File: config.mk
export PLATFORM = sky130hd
export DESIGN_NAME = codebook_4bit_dot_product
export DESIGN_NICKNAME = d
export VERILOG_FILES = /design/src/cbdp_pkg.sv /design/src/codebook_4bit_dot_product.sv /design/src/cbdp_csr.sv /design/src/cbdp_datapath.sv /design/src/cbdp_ctrl.sv
export VERILOG_INCLUDE_DIRS = /design/src /design/src/src
export SDC_FILE = /design/constraint.sdc
export NUM_CORES = 2
export LEC_CHECK = 0
export BUFFER_PORTS_ARGS = -buffer_cell sky130_fd_sc_hd__buf_2
export CAP_MARGIN = 10
export CORE_ASPECT_RATIO = 1.75
export CORE_MARGIN = 10
export CORE_UTILIZATION = 28
export DETAILED_ROUTE_END_ITERATION = 7
export PLACE_DENSITY_LB_ADDON = 0.12
export SYNTH_ARGS = -nofsm -noshare
export SYNTH_HDL_FRONTEND = slang
export SYNTH_SLANG_ARGS = --single-unit
File: constraint.sdc
create_clock -name clock -period 16.15 [get_ports clock]
set_clock_uncertainty 0.2 [all_clocks]
set_input_delay 3.23 -clock clock [delete_from_list [all_inputs] [get_ports clock]]
set_output_delay 3.23 -clock clock [all_outputs]
set_load 0.01 [all_outputs]
File: src/codebook_4bit_dot_product_macros.svh
// assertion macros for the codebook dot product block
`ifndef CODEBOOK_4BIT_DOT_PRODUCT_MACROS_SVH
`define CODEBOOK_4BIT_DOT_PRODUCT_MACROS_SVH
`ifndef SYNTHESIS
// same-cycle implication, disabled in reset
`define CBDP_ASSERT_IMP(label, ante, cons) \
   label: assert property (@(posedge clock) disable iff (reset) (ante) |-> (cons)) \
      else $error("cbdp assertion failed");
// next-cycle implication, disabled in reset
`define CBDP_ASSERT_NEXT(label, ante, cons) \
   label: assert property (@(posedge clock) disable iff (reset) (ante) |=> (cons)) \
      else $error("cbdp assertion failed");
`else
`define CBDP_ASSERT_IMP(label, ante, cons)
`define CBDP_ASSERT_NEXT(label, ante, cons)
`endif
`endif

File: src/cbdp_pkg.sv
// types, constants and the centroid lookup of the codebook dot product block
package cbdp_pkg;

   localparam int ReqDataWidth = 88;
   localparam int CsrAddrWidth = 6;
   localparam int CsrDataWidth = 64;
   localparam int CsrIndexWidth = 3;
   localparam int NumCentroidWords = 4;
   localparam int RoundShift = 18;

   localparam logic [CsrIndexWidth-1:0] RegCentroidWord0 = 3'd0;
   localparam logic [CsrIndexWidth-1:0] RegCentroidWord1 = 3'd1;
   localparam logic [CsrIndexWidth-1:0] RegCentroidWord2 = 3'd2;
   localparam logic [CsrIndexWidth-1:0] RegCentroidWord3 = 3'd3;
   localparam logic [CsrIndexWidth-1:0] RegBiasEnable = 3'd4;

   localparam logic signed [47:0] SumMax = {1'b0, {47{1'b1}}};
   localparam logic signed [47:0] SumMin = {1'b1, {47{1'b0}}};
   localparam logic [40:0] RoundHalf = 41'd1 << (RoundShift - 1);
   localparam logic signed [31:0] ResultMax = {1'b0, {31{1'b1}}};
   localparam logic signed [31:0] ResultMin = {1'b1, {31{1'b0}}};

   // one config word: four q1.14 entries, entry 0 lowest
   typedef logic [3:0][15:0] centroid_word_type;
   typedef centroid_word_type [NumCentroidWords-1:0] centroid_table_type;

   typedef struct packed {
      logic load;
      logic acc;
      logic mul_lo;
      logic mul_hi;
      logic round;
      logic emit;
   } cmd_type;

   typedef struct packed {
      logic last;
   } status_type;

   function automatic logic signed [15:0] centroid_lookup(centroid_table_type tbl,
                                                         logic [3:0] code);
      return signed'(tbl[code[3:2]][code[1:0]]);
   endfunction

endpackage

File: src/codebook_4bit_dot_product.sv
// top level of the 4-bit codebook dot product engine
//
//  channel   direction  handshake                 payload
//  req_      in         req_tvalid / req_tready   req_tdata (fields), req_tlast (last)
//  rsp_      out        rsp_tvalid / rsp_tready   rsp_tdata (dot_result), rsp_tuser (flag)
//  csr_      in         apb, pready tied high     64-bit words at byte address 8*index
//
//  an item without last is accepted with products registered, then accumulated
//  an item with last is accepted, then goes through accumulate, two 24x16 partial products of the sum
//  and norm, rounding add, then bias add and clip into the output register
//  a finished result waits in the output register; new items are accepted meanwhile and
//  only the next result stalls in its final cycle until the output register is free
//  synchronous reset clears the running sum, the configuration registers and the controller
module codebook_4bit_dot_product (
   input  logic                                 clock,
   input  logic                                 reset,
   // input items
   input  logic                                 req_tvalid,
   output logic                                 req_tready,
   // [7:0] packed_codes, [23:8] activation_even, [39:24] activation_odd,
   // [55:40] row scale, [87:56] bias_value
   input  logic [cbdp_pkg::ReqDataWidth-1:0]    req_tdata,
   input  logic                                 req_tlast,
   // result items
   output logic                                 rsp_tvalid,
   input  logic                                 rsp_tready,
   // [31:0] dot_result
   output logic [31:0]                          rsp_tdata,
   // [0] saturated
   output logic                                 rsp_tuser,
   // configuration
   input  logic                                 csr_psel,
   input  logic                                 csr_penable,
   input  logic                                 csr_pwrite,
   input  logic [cbdp_pkg::CsrAddrWidth-1:0]    csr_paddr,
   input  logic [cbdp_pkg::CsrDataWidth-1:0]    csr_pwdata,
   output logic [cbdp_pkg::CsrDataWidth-1:0]    csr_prdata,
   output logic                                 csr_pready
);

   cbdp_pkg::cmd_type cmd;
   cbdp_pkg::status_type status;
   cbdp_pkg::centroid_table_type centroid_table;
   logic bias_enable;
   logic signed [31:0] dot_result;

   // register file for the codebook and bias switch
   cbdp_csr u_csr (
      .clock          (clock),
      .reset          (reset),
      .csr_psel       (csr_psel),
      .csr_penable    (csr_penable),
      .csr_pwrite     (csr_pwrite),
      .csr_paddr      (csr_paddr),
      .csr_pwdata     (csr_pwdata),
      .csr_prdata     (csr_prdata),
      .csr_pready     (csr_pready),
      .centroid_table (centroid_table),
      .bias_enable    (bias_enable)
   );

   // sequencer
   cbdp_ctrl u_ctrl (
      .clock      (clock),
      .reset      (reset),
      .req_tvalid (req_tvalid),
      .req_tready (req_tready),
      .rsp_tvalid (rsp_tvalid),
      .rsp_tready (rsp_tready),
      .status     (status),
      .cmd        (cmd)
   );

   // arithmetic, fields unpacked from the item
   cbdp_datapath u_datapath (
      .clock           (clock),
      .reset           (reset),
      .cmd             (cmd),
      .status          (status),
      .packed_codes    (req_tdata[7:0]),
      .activation_even (req_tdata[23:8]),
      .activation_odd  (req_tdata[39:24]),
      .row_scale       (req_tdata[55:40]),
      .bias_value      (req_tdata[87:56]),
      .last            (req_tlast),
      .centroid_table  (centroid_table),
      .bias_enable     (bias_enable),
      .dot_result      (dot_result),
      .saturated       (rsp_tuser)
   );

   assign rsp_tdata = dot_result;

endmodule

File: src/cbdp_csr.sv
// configuration registers: centroid table and bias enable
module cbdp_csr (
   input  logic                                 clock,
   input  logic                                 reset,
   input  logic                                 csr_psel,
   input  logic                                 csr_penable,
   input  logic                                 csr_pwrite,
   input  logic [cbdp_pkg::CsrAddrWidth-1:0]    csr_paddr,
   input  logic [cbdp_pkg::CsrDataWidth-1:0]    csr_pwdata,
   output logic [cbdp_pkg::CsrDataWidth-1:0]    csr_prdata,
   output logic                                 csr_pready,
   output cbdp_pkg::centroid_table_type         centroid_table,
   output logic                                 bias_enable
);

   cbdp_pkg::centroid_table_type centroid_ff;
   logic bias_enable_ff;
   logic [cbdp_pkg::CsrIndexWidth-1:0] index;
   logic write;

   assign index = csr_paddr[cbdp_pkg::CsrAddrWidth-1:3];
   assign write = csr_psel && csr_penable && csr_pwrite && csr_pready;
   assign csr_pready = 1'b1;

   always_ff @(posedge clock) begin
      if (reset) begin
         centroid_ff <= '0;
         bias_enable_ff <= 1'b0;
      end else if (write) begin
         if (index == cbdp_pkg::RegBiasEnable) begin
            bias_enable_ff <= csr_pwdata[0];
         end else if (index < cbdp_pkg::RegBiasEnable) begin
            centroid_ff[index[1:0]] <= csr_pwdata;
         end
      end
   end

   always_comb begin
      unique case (index)
         cbdp_pkg::RegCentroidWord0: csr_prdata = centroid_ff[0];
         cbdp_pkg::RegCentroidWord1: csr_prdata = centroid_ff[1];
         cbdp_pkg::RegCentroidWord2: csr_prdata = centroid_ff[2];
         cbdp_pkg::RegCentroidWord3: csr_prdata = centroid_ff[3];
         cbdp_pkg::RegBiasEnable: csr_prdata = {{(cbdp_pkg::CsrDataWidth-1){1'b0}}, bias_enable_ff};
         default: csr_prdata = '0;
      endcase
   end

   assign centroid_table = centroid_ff;
   assign bias_enable = bias_enable_ff;

endmodule

File: src/cbdp_datapath.sv
// datapath: centroid products, saturating accumulator, split scaling, bias and clip
module cbdp_datapath (
   input  logic                          clock,
   input  logic                          reset,
   input  cbdp_pkg::cmd_type             cmd,
   output cbdp_pkg::status_type          status,
   input  logic [7:0]                    packed_codes,
   input  logic signed [15:0]            activation_even,
   input  logic signed [15:0]            activation_odd,
   input  logic [15:0]                   row_scale,
   input  logic signed [31:0]            bias_value,
   input  logic                          last,
   input  cbdp_pkg::centroid_table_type  centroid_table,
   input  logic                          bias_enable,
   output logic signed [31:0]            dot_result,
   output logic                          saturated
);

   logic signed [15:0] cent_even;
   logic signed [15:0] cent_odd;
   logic signed [31:0] prod_even_ff, prod_even_in;
   logic signed [31:0] prod_odd_ff, prod_odd_in;
   logic [15:0] norm_ff;
   logic signed [31:0] bias_ff;
   logic last_ff;
   logic signed [47:0] running_sum_ff, running_sum_in;
   logic signed [32:0] pair;
   logic signed [48:0] acc_sum;
   logic [39:0] lo_prod;
   logic [40:0] lo_rnd_ff, lo_rnd_in;
   logic signed [40:0] hi_prod_ff, hi_prod_in;
   logic signed [64:0] scaled;
   logic signed [46:0] rounded_ff, rounded_in;
   logic signed [47:0] biased;
   logic signed [31:0] dot_result_ff, dot_result_in;
   logic saturated_ff, saturated_in;

   assign cent_even = cbdp_pkg::centroid_lookup(centroid_table, packed_codes[3:0]);
   assign cent_odd = cbdp_pkg::centroid_lookup(centroid_table, packed_codes[7:4]);
   assign prod_even_in = activation_even * cent_even;
   assign prod_odd_in = activation_odd * cent_odd;

   // accumulate with clip at the 48-bit bounds; the round command clears the sum instead
   always_comb begin
      pair = 33'(prod_even_ff) + 33'(prod_odd_ff);
      acc_sum = 49'(running_sum_ff) + 49'(pair);
      if (cmd.round) begin
         running_sum_in = '0;
      end else if (acc_sum[48] != acc_sum[47]) begin
         running_sum_in = acc_sum[48] ? cbdp_pkg::SumMin : cbdp_pkg::SumMax;
      end else begin
         running_sum_in = acc_sum[47:0];
      end
   end

   // sum * norm in two halves, rounding offset folded into the low half
   assign lo_prod = running_sum_ff[23:0] * norm_ff;
   assign lo_rnd_in = {1'b0, lo_prod} + cbdp_pkg::RoundHalf;
   assign hi_prod_in = $signed(running_sum_ff[47:24]) * $signed({1'b0, norm_ff});

   assign scaled = $signed({hi_prod_ff, 24'b0}) + $signed({24'b0, lo_rnd_ff});
   assign rounded_in = scaled[64:cbdp_pkg::RoundShift];

   always_comb begin
      biased = 48'(rounded_ff) + (bias_enable ? 48'(bias_ff) : 48'sd0);
      if (biased[47:31] != {17{biased[47]}}) begin
         dot_result_in = biased[47] ? cbdp_pkg::ResultMin : cbdp_pkg::ResultMax;
         saturated_in = 1'b1;
      end else begin
         dot_result_in = biased[31:0];
         saturated_in = 1'b0;
      end
   end

   always_ff @(posedge clock) begin
      if (reset) begin
         running_sum_ff <= '0;
      end else if (cmd.acc || cmd.round) begin
         running_sum_ff <= running_sum_in;
      end
   end

   always_ff @(posedge clock) begin
      if (cmd.load) begin
         prod_even_ff <= prod_even_in;
         prod_odd_ff <= prod_odd_in;
         norm_ff <= row_scale;
         bias_ff <= bias_value;
         last_ff <= last;
      end
      if (cmd.mul_lo) begin
         lo_rnd_ff <= lo_rnd_in;
      end
      if (cmd.mul_hi) begin
         hi_prod_ff <= hi_prod_in;
      end
      if (cmd.round) begin
         rounded_ff <= rounded_in;
      end
      if (cmd.emit) begin
         dot_result_ff <= dot_result_in;
         saturated_ff <= saturated_in;
      end
   end

   assign status.last = last_ff;
   assign dot_result = dot_result_ff;
   assign saturated = saturated_ff;

endmodule

File: src/cbdp_ctrl.sv
// controller: sequences load, accumulate, scale, round and emit
`include "codebook_4bit_dot_product_macros.svh"
module cbdp_ctrl (
   input  logic                  clock,
   input  logic                  reset,
   input  logic                  req_tvalid,
   output logic                  req_tready,
   output logic                  rsp_tvalid,
   input  logic                  rsp_tready,
   input  cbdp_pkg::status_type  status,
   output cbdp_pkg::cmd_type     cmd
);

   typedef enum logic [5:0] {
      S_IDLE = 6'b000001,
      S_ACC  = 6'b000010,
      S_MLO  = 6'b000100,
      S_MHI  = 6'b001000,
      S_RND  = 6'b010000,
      S_FIN  = 6'b100000
   } state_type;

   state_type state_ff, state_in;
   logic out_valid_ff, out_valid_in;

   always_comb begin
      cmd = '0;
      state_in = state_ff;
      unique case (state_ff)
         S_IDLE: begin
            cmd.load = req_tvalid;
            if (req_tvalid) state_in = S_ACC;
         end
         S_ACC: begin
            cmd.acc = 1'b1;
            state_in = status.last ? S_MLO : S_IDLE;
         end
         S_MLO: begin
            cmd.mul_lo = 1'b1;
            state_in = S_MHI;
         end
         S_MHI: begin
            cmd.mul_hi = 1'b1;
            state_in = S_RND;
         end
         S_RND: begin
            cmd.round = 1'b1;
            state_in = S_FIN;
         end
         S_FIN: begin
            cmd.emit = !out_valid_ff || rsp_tready;
            if (cmd.emit) state_in = S_IDLE;
         end
         default: state_in = S_IDLE;
      endcase
   end

   always_comb begin
      out_valid_in = out_valid_ff;
      if (cmd.emit) begin
         out_valid_in = 1'b1;
      end else if (rsp_tready) begin
         out_valid_in = 1'b0;
      end
   end

   always_ff @(posedge clock) begin
      if (reset) begin
         state_ff <= S_IDLE;
         out_valid_ff <= 1'b0;
      end else begin
         state_ff <= state_in;
         out_valid_ff <= out_valid_in;
      end
   end

   assign req_tready = (state_ff == S_IDLE);
   assign rsp_tvalid = out_valid_ff;

   `CBDP_ASSERT_NEXT(a_accept_goes_acc, req_tvalid && req_tready, state_ff == S_ACC)
   `CBDP_ASSERT_NEXT(a_plain_item_back_idle, (state_ff == S_ACC) && !status.last, req_tready)
   `CBDP_ASSERT_NEXT(a_emit_shows_result, cmd.emit, rsp_tvalid)
   `CBDP_ASSERT_NEXT(a_full_output_holds_fin,
                     (state_ff == S_FIN) && rsp_tvalid && !rsp_tready,
                     (state_ff == S_FIN) && rsp_tvalid)
   `CBDP_ASSERT_IMP(a_scaling_blocks_input, (state_ff == S_MLO) || (state_ff == S_RND),
                    !req_tready && !cmd.emit)

endmodule
==> qor.csv <==
metric,value,unit
most_instantiated_flip_flop_cell_in_the_synthesis_netlist,dfxtp_1,
clk-insertion-delay-late,730,ps
critPathLaunchType,input port,
final_net_count,10030,
detailed_place.area,81800,µm²
initialDrtViolationCount,2559,
firstDrtPassIters,8,
postSynthNetCount,10000,
detail_route.vias_per_cell,4.771,
globalRouteTotalUtil,0.1698,
tritoncts,built,
postLayoutSetupSlackWorst,4161,ps
cts_inserted_buffers,74,
dp_worst_setup_slack,3319,ps
core-area,273000,µm²
grt_start_max_net_pins,104,
final_cell_mix,"inv_1 (1425), nand2_1 (1368), fa_1 (1258), and2_1 (595), ha_1 (509)",
dp_hpwl,196000,µm
fp.dieArea,296200,µm²
finalSetupTns,0,ps
grt_first_pass_wirelength,387700,µm
async_flop_share,0,
clock-root-buffer,clkbuf_16,
initial_utilization,0.2810,
detail-route-antenna-nets,0,
critPathMaxStageDelay,720,ps
finalWeightedCongestion,0.8484,
cp_top_family,adder cells,
seq_area_frac_synth,0.1820,
final_period_minus_worst_setup_slack,11990,ps
vias_in_the_first_global_route,62440,
grt_setup_unrepaired,no,
detailroute.via_count,56110,
max_freq,0.08341,GHz
die_x,415.7,µm
synth_area,76720,µm²
post-route-cell-area,84470,µm²
crit_fanout,31,
area_growth,10.10,%
min-delay-start,u_datapath.lo_rnd_ff[19],
clock_sinks,569,
critPathLaunch,req_tdata[3],
globalRoute.totalOverflow,0,
fill_cell_count,28390,
synth_area_leaders,"fa_1 (33%), edfxtp_1 (10%), ha_1 (8.3%), dfxtp_1 (8.1%), inv_1 (7.0%)",
holdCritPathClass,reg -> reg,
slew_violations,0,
post_synthesis_register_bit_count,569,
syn-instance-count,8067,
cts_hold_buf,0,
reported_max_cap_violation_count,0,
clk_pin_slew_worst_setup_hold_paths,60,ps
layout.cells.most_common,inv_1,
cts_resized,0,
postCtsSetupBuffers,0,
endpoint_kind,flip-flop,
worst_ep_required_time,16410,ps
slowest_stage,mux4_2,
finalWirelength,254100,µm
wl_per_cell,21.61,µm
cts-htree-levels,3,
core_rows,254,
syn-mean-instance-area,9.511,µm²
report.final.setup_viol,0,
dieHeight,712.5,µm
grt_antenna_before_repair,54,
drc,0,
maximum_vdd_drop,0.08055,mV
ys_warn_count,0,
power_density,64.93,nW/µm²
synthDominantAreaCellType,fa_1,
synth_enable_flop_cells,257,
layout.core_utilization,0.3094,
timing.setup.critical_path_class,in -> reg,
max_slew_margin,0.1807,
static_power_due_to_leakage,38.20,nW
io_buffer_count,261,
tightest_slew,1226,ps
max_root_sink_buffers,3,
critPathArrivalTime,12250,ps
pin_count,266,
status,"finished, final reports clean",
final_count_of_hold_timing_violations,0,
worst_r2r_startpoint,u_datapath.norm_ff[5],
synth_top_area_frac,0.3282,
min_period_over_period,0.7423,
worstPathBufferInverterCount,6,
post_route_cells_drive_above_1_share,0.08424,
critical-path-top-cell-by-count,fa_1,
hold_slack,223.1,ps
yosys.cell_types.count,89,
-- kinds of logic after synthesis --
logic type	share of synthesized area
AO/OA/AOI/OAI	0.09211
XOR/XNOR	0.02909
adder cells (fa/ha/maj)	0.4113
buffers and inverters	0.09007
flip-flops	0.1820
multiplexers	0.05140
other	0.00004888
AND/OR/NAND/NOR	0.1440
-- metal layers --
layer	GRT usage	up-vias	share of wire
li1	-	25650	-
met1	0.1741	28680	0.35
met2	0.3366	1247	0.55
met3	0.02744	464	0.044
met4	0.06785	64	0.046
met5	0	-	0.0016
-- through the flow --
| step | cells | power (mW) |
|---|---|---|
| finish | 11760 | 5.484 |
| global route | 11750 | 5.886 |
| floorplan | 8067 | 3.063 |
| CTS | 11740 | 5.607 |
| global placement | 11600 | 3.712 |
| detailed placement | 11600 | 3.725 |
-- flip-flops by register name, indices dropped and copies added (netlist names) --
signal	flops
u_csr.centroid_table	256
u_datapath.running_sum_ff	48
u_datapath.rounded_ff	47
u_datapath.hi_prod_ff	41
u_datapath.bias_ff	32
u_datapath.dot_result	32
u_datapath.prod_even_ff	32
u_datapath.prod_odd_ff	32
u_datapath.lo_rnd_ff	23
u_datapath.norm_ff	16
u_ctrl.state_ff	6
u_csr.bias_enable	1
u_ctrl.rsp_tvalid	1
u_datapath.saturated	1
u_datapath.status	1
-- cells in the mapped netlist, types with 6 or more instances --
| master | number |
|---|---|
| a211o_1 | 9 |
| a211oi_1 | 19 |
| a21boi_0 | 6 |
| a21o_1 | 121 |
| a21oi_1 | 454 |
| a221o_1 | 69 |
| a221oi_1 | 24 |
| a22o_1 | 64 |
| a31oi_1 | 16 |
| and2_1 | 600 |
| and3_1 | 36 |
| and4_1 | 9 |
| buf_1 | 27 |
| buf_2 | 9 |
| clkbuf_1 | 363 |
| dfxtp_1 | 312 |
| edfxtp_1 | 257 |
| fa_1 | 1258 |
| ha_1 | 509 |
| inv_1 | 1425 |
| mux2i_1 | 34 |
| mux4_2 | 158 |
| nand2_1 | 1372 |
| nand2b_1 | 29 |
| nand3_1 | 37 |
| nand4_1 | 28 |
| nor2_1 | 142 |
| nor2b_1 | 33 |
| nor3_1 | 42 |
| o211ai_1 | 37 |
| o21a_1 | 38 |
| o21ai_0 | 95 |
| o21ai_1 | 9 |
| o21bai_1 | 45 |
| o31ai_1 | 10 |
| or2_2 | 8 |
| or3_1 | 9 |
| or4_1 | 6 |
| xnor2_1 | 186 |
| xor2_1 | 67 |
-- power breakdown --
group / switching, mW / internal, mW / total (mW)
clock network: 0.750 / 1.08 / 1.83
logic: 1.25 / 0.748 / 2.00
registers: 0.0663 / 1.59 / 1.66
-- cell type report --
| cell class | count | area [µm²] | share of cell area |
|---|---|---|---|
| multi-input cells | 5668 | 55920 | 0.6620 |
| well taps | 3584 | 4484 | 0.05309 |
| clock inverters | 34 | 485.5 | 0.005747 |
| flip-flops and latches | 569 | 13960 | 0.1653 |
| clock buffers | 101 | 2132 | 0.02524 |
| inverters | 1426 | 5353 | 0.06337 |
| diodes | 21 | 52.55 | 0.0006221 |
| repair buffers | 357 | 2085 | 0.02468 |
-- final timing paths --
check | end | cells past startpoint | slack (ps)
worst max-delay path | u_datapath.prod_even_ff[31] | 27 | 4160
worst min-delay path | u_datapath.rounded_ff[1] | 0 | 220
worst max register to register | u_datapath.lo_rnd_ff[40] | 25 | 6990
worst min register to register | u_datapath.rounded_ff[1] | 0 | 220
Power figures use the tool's default switching activity.
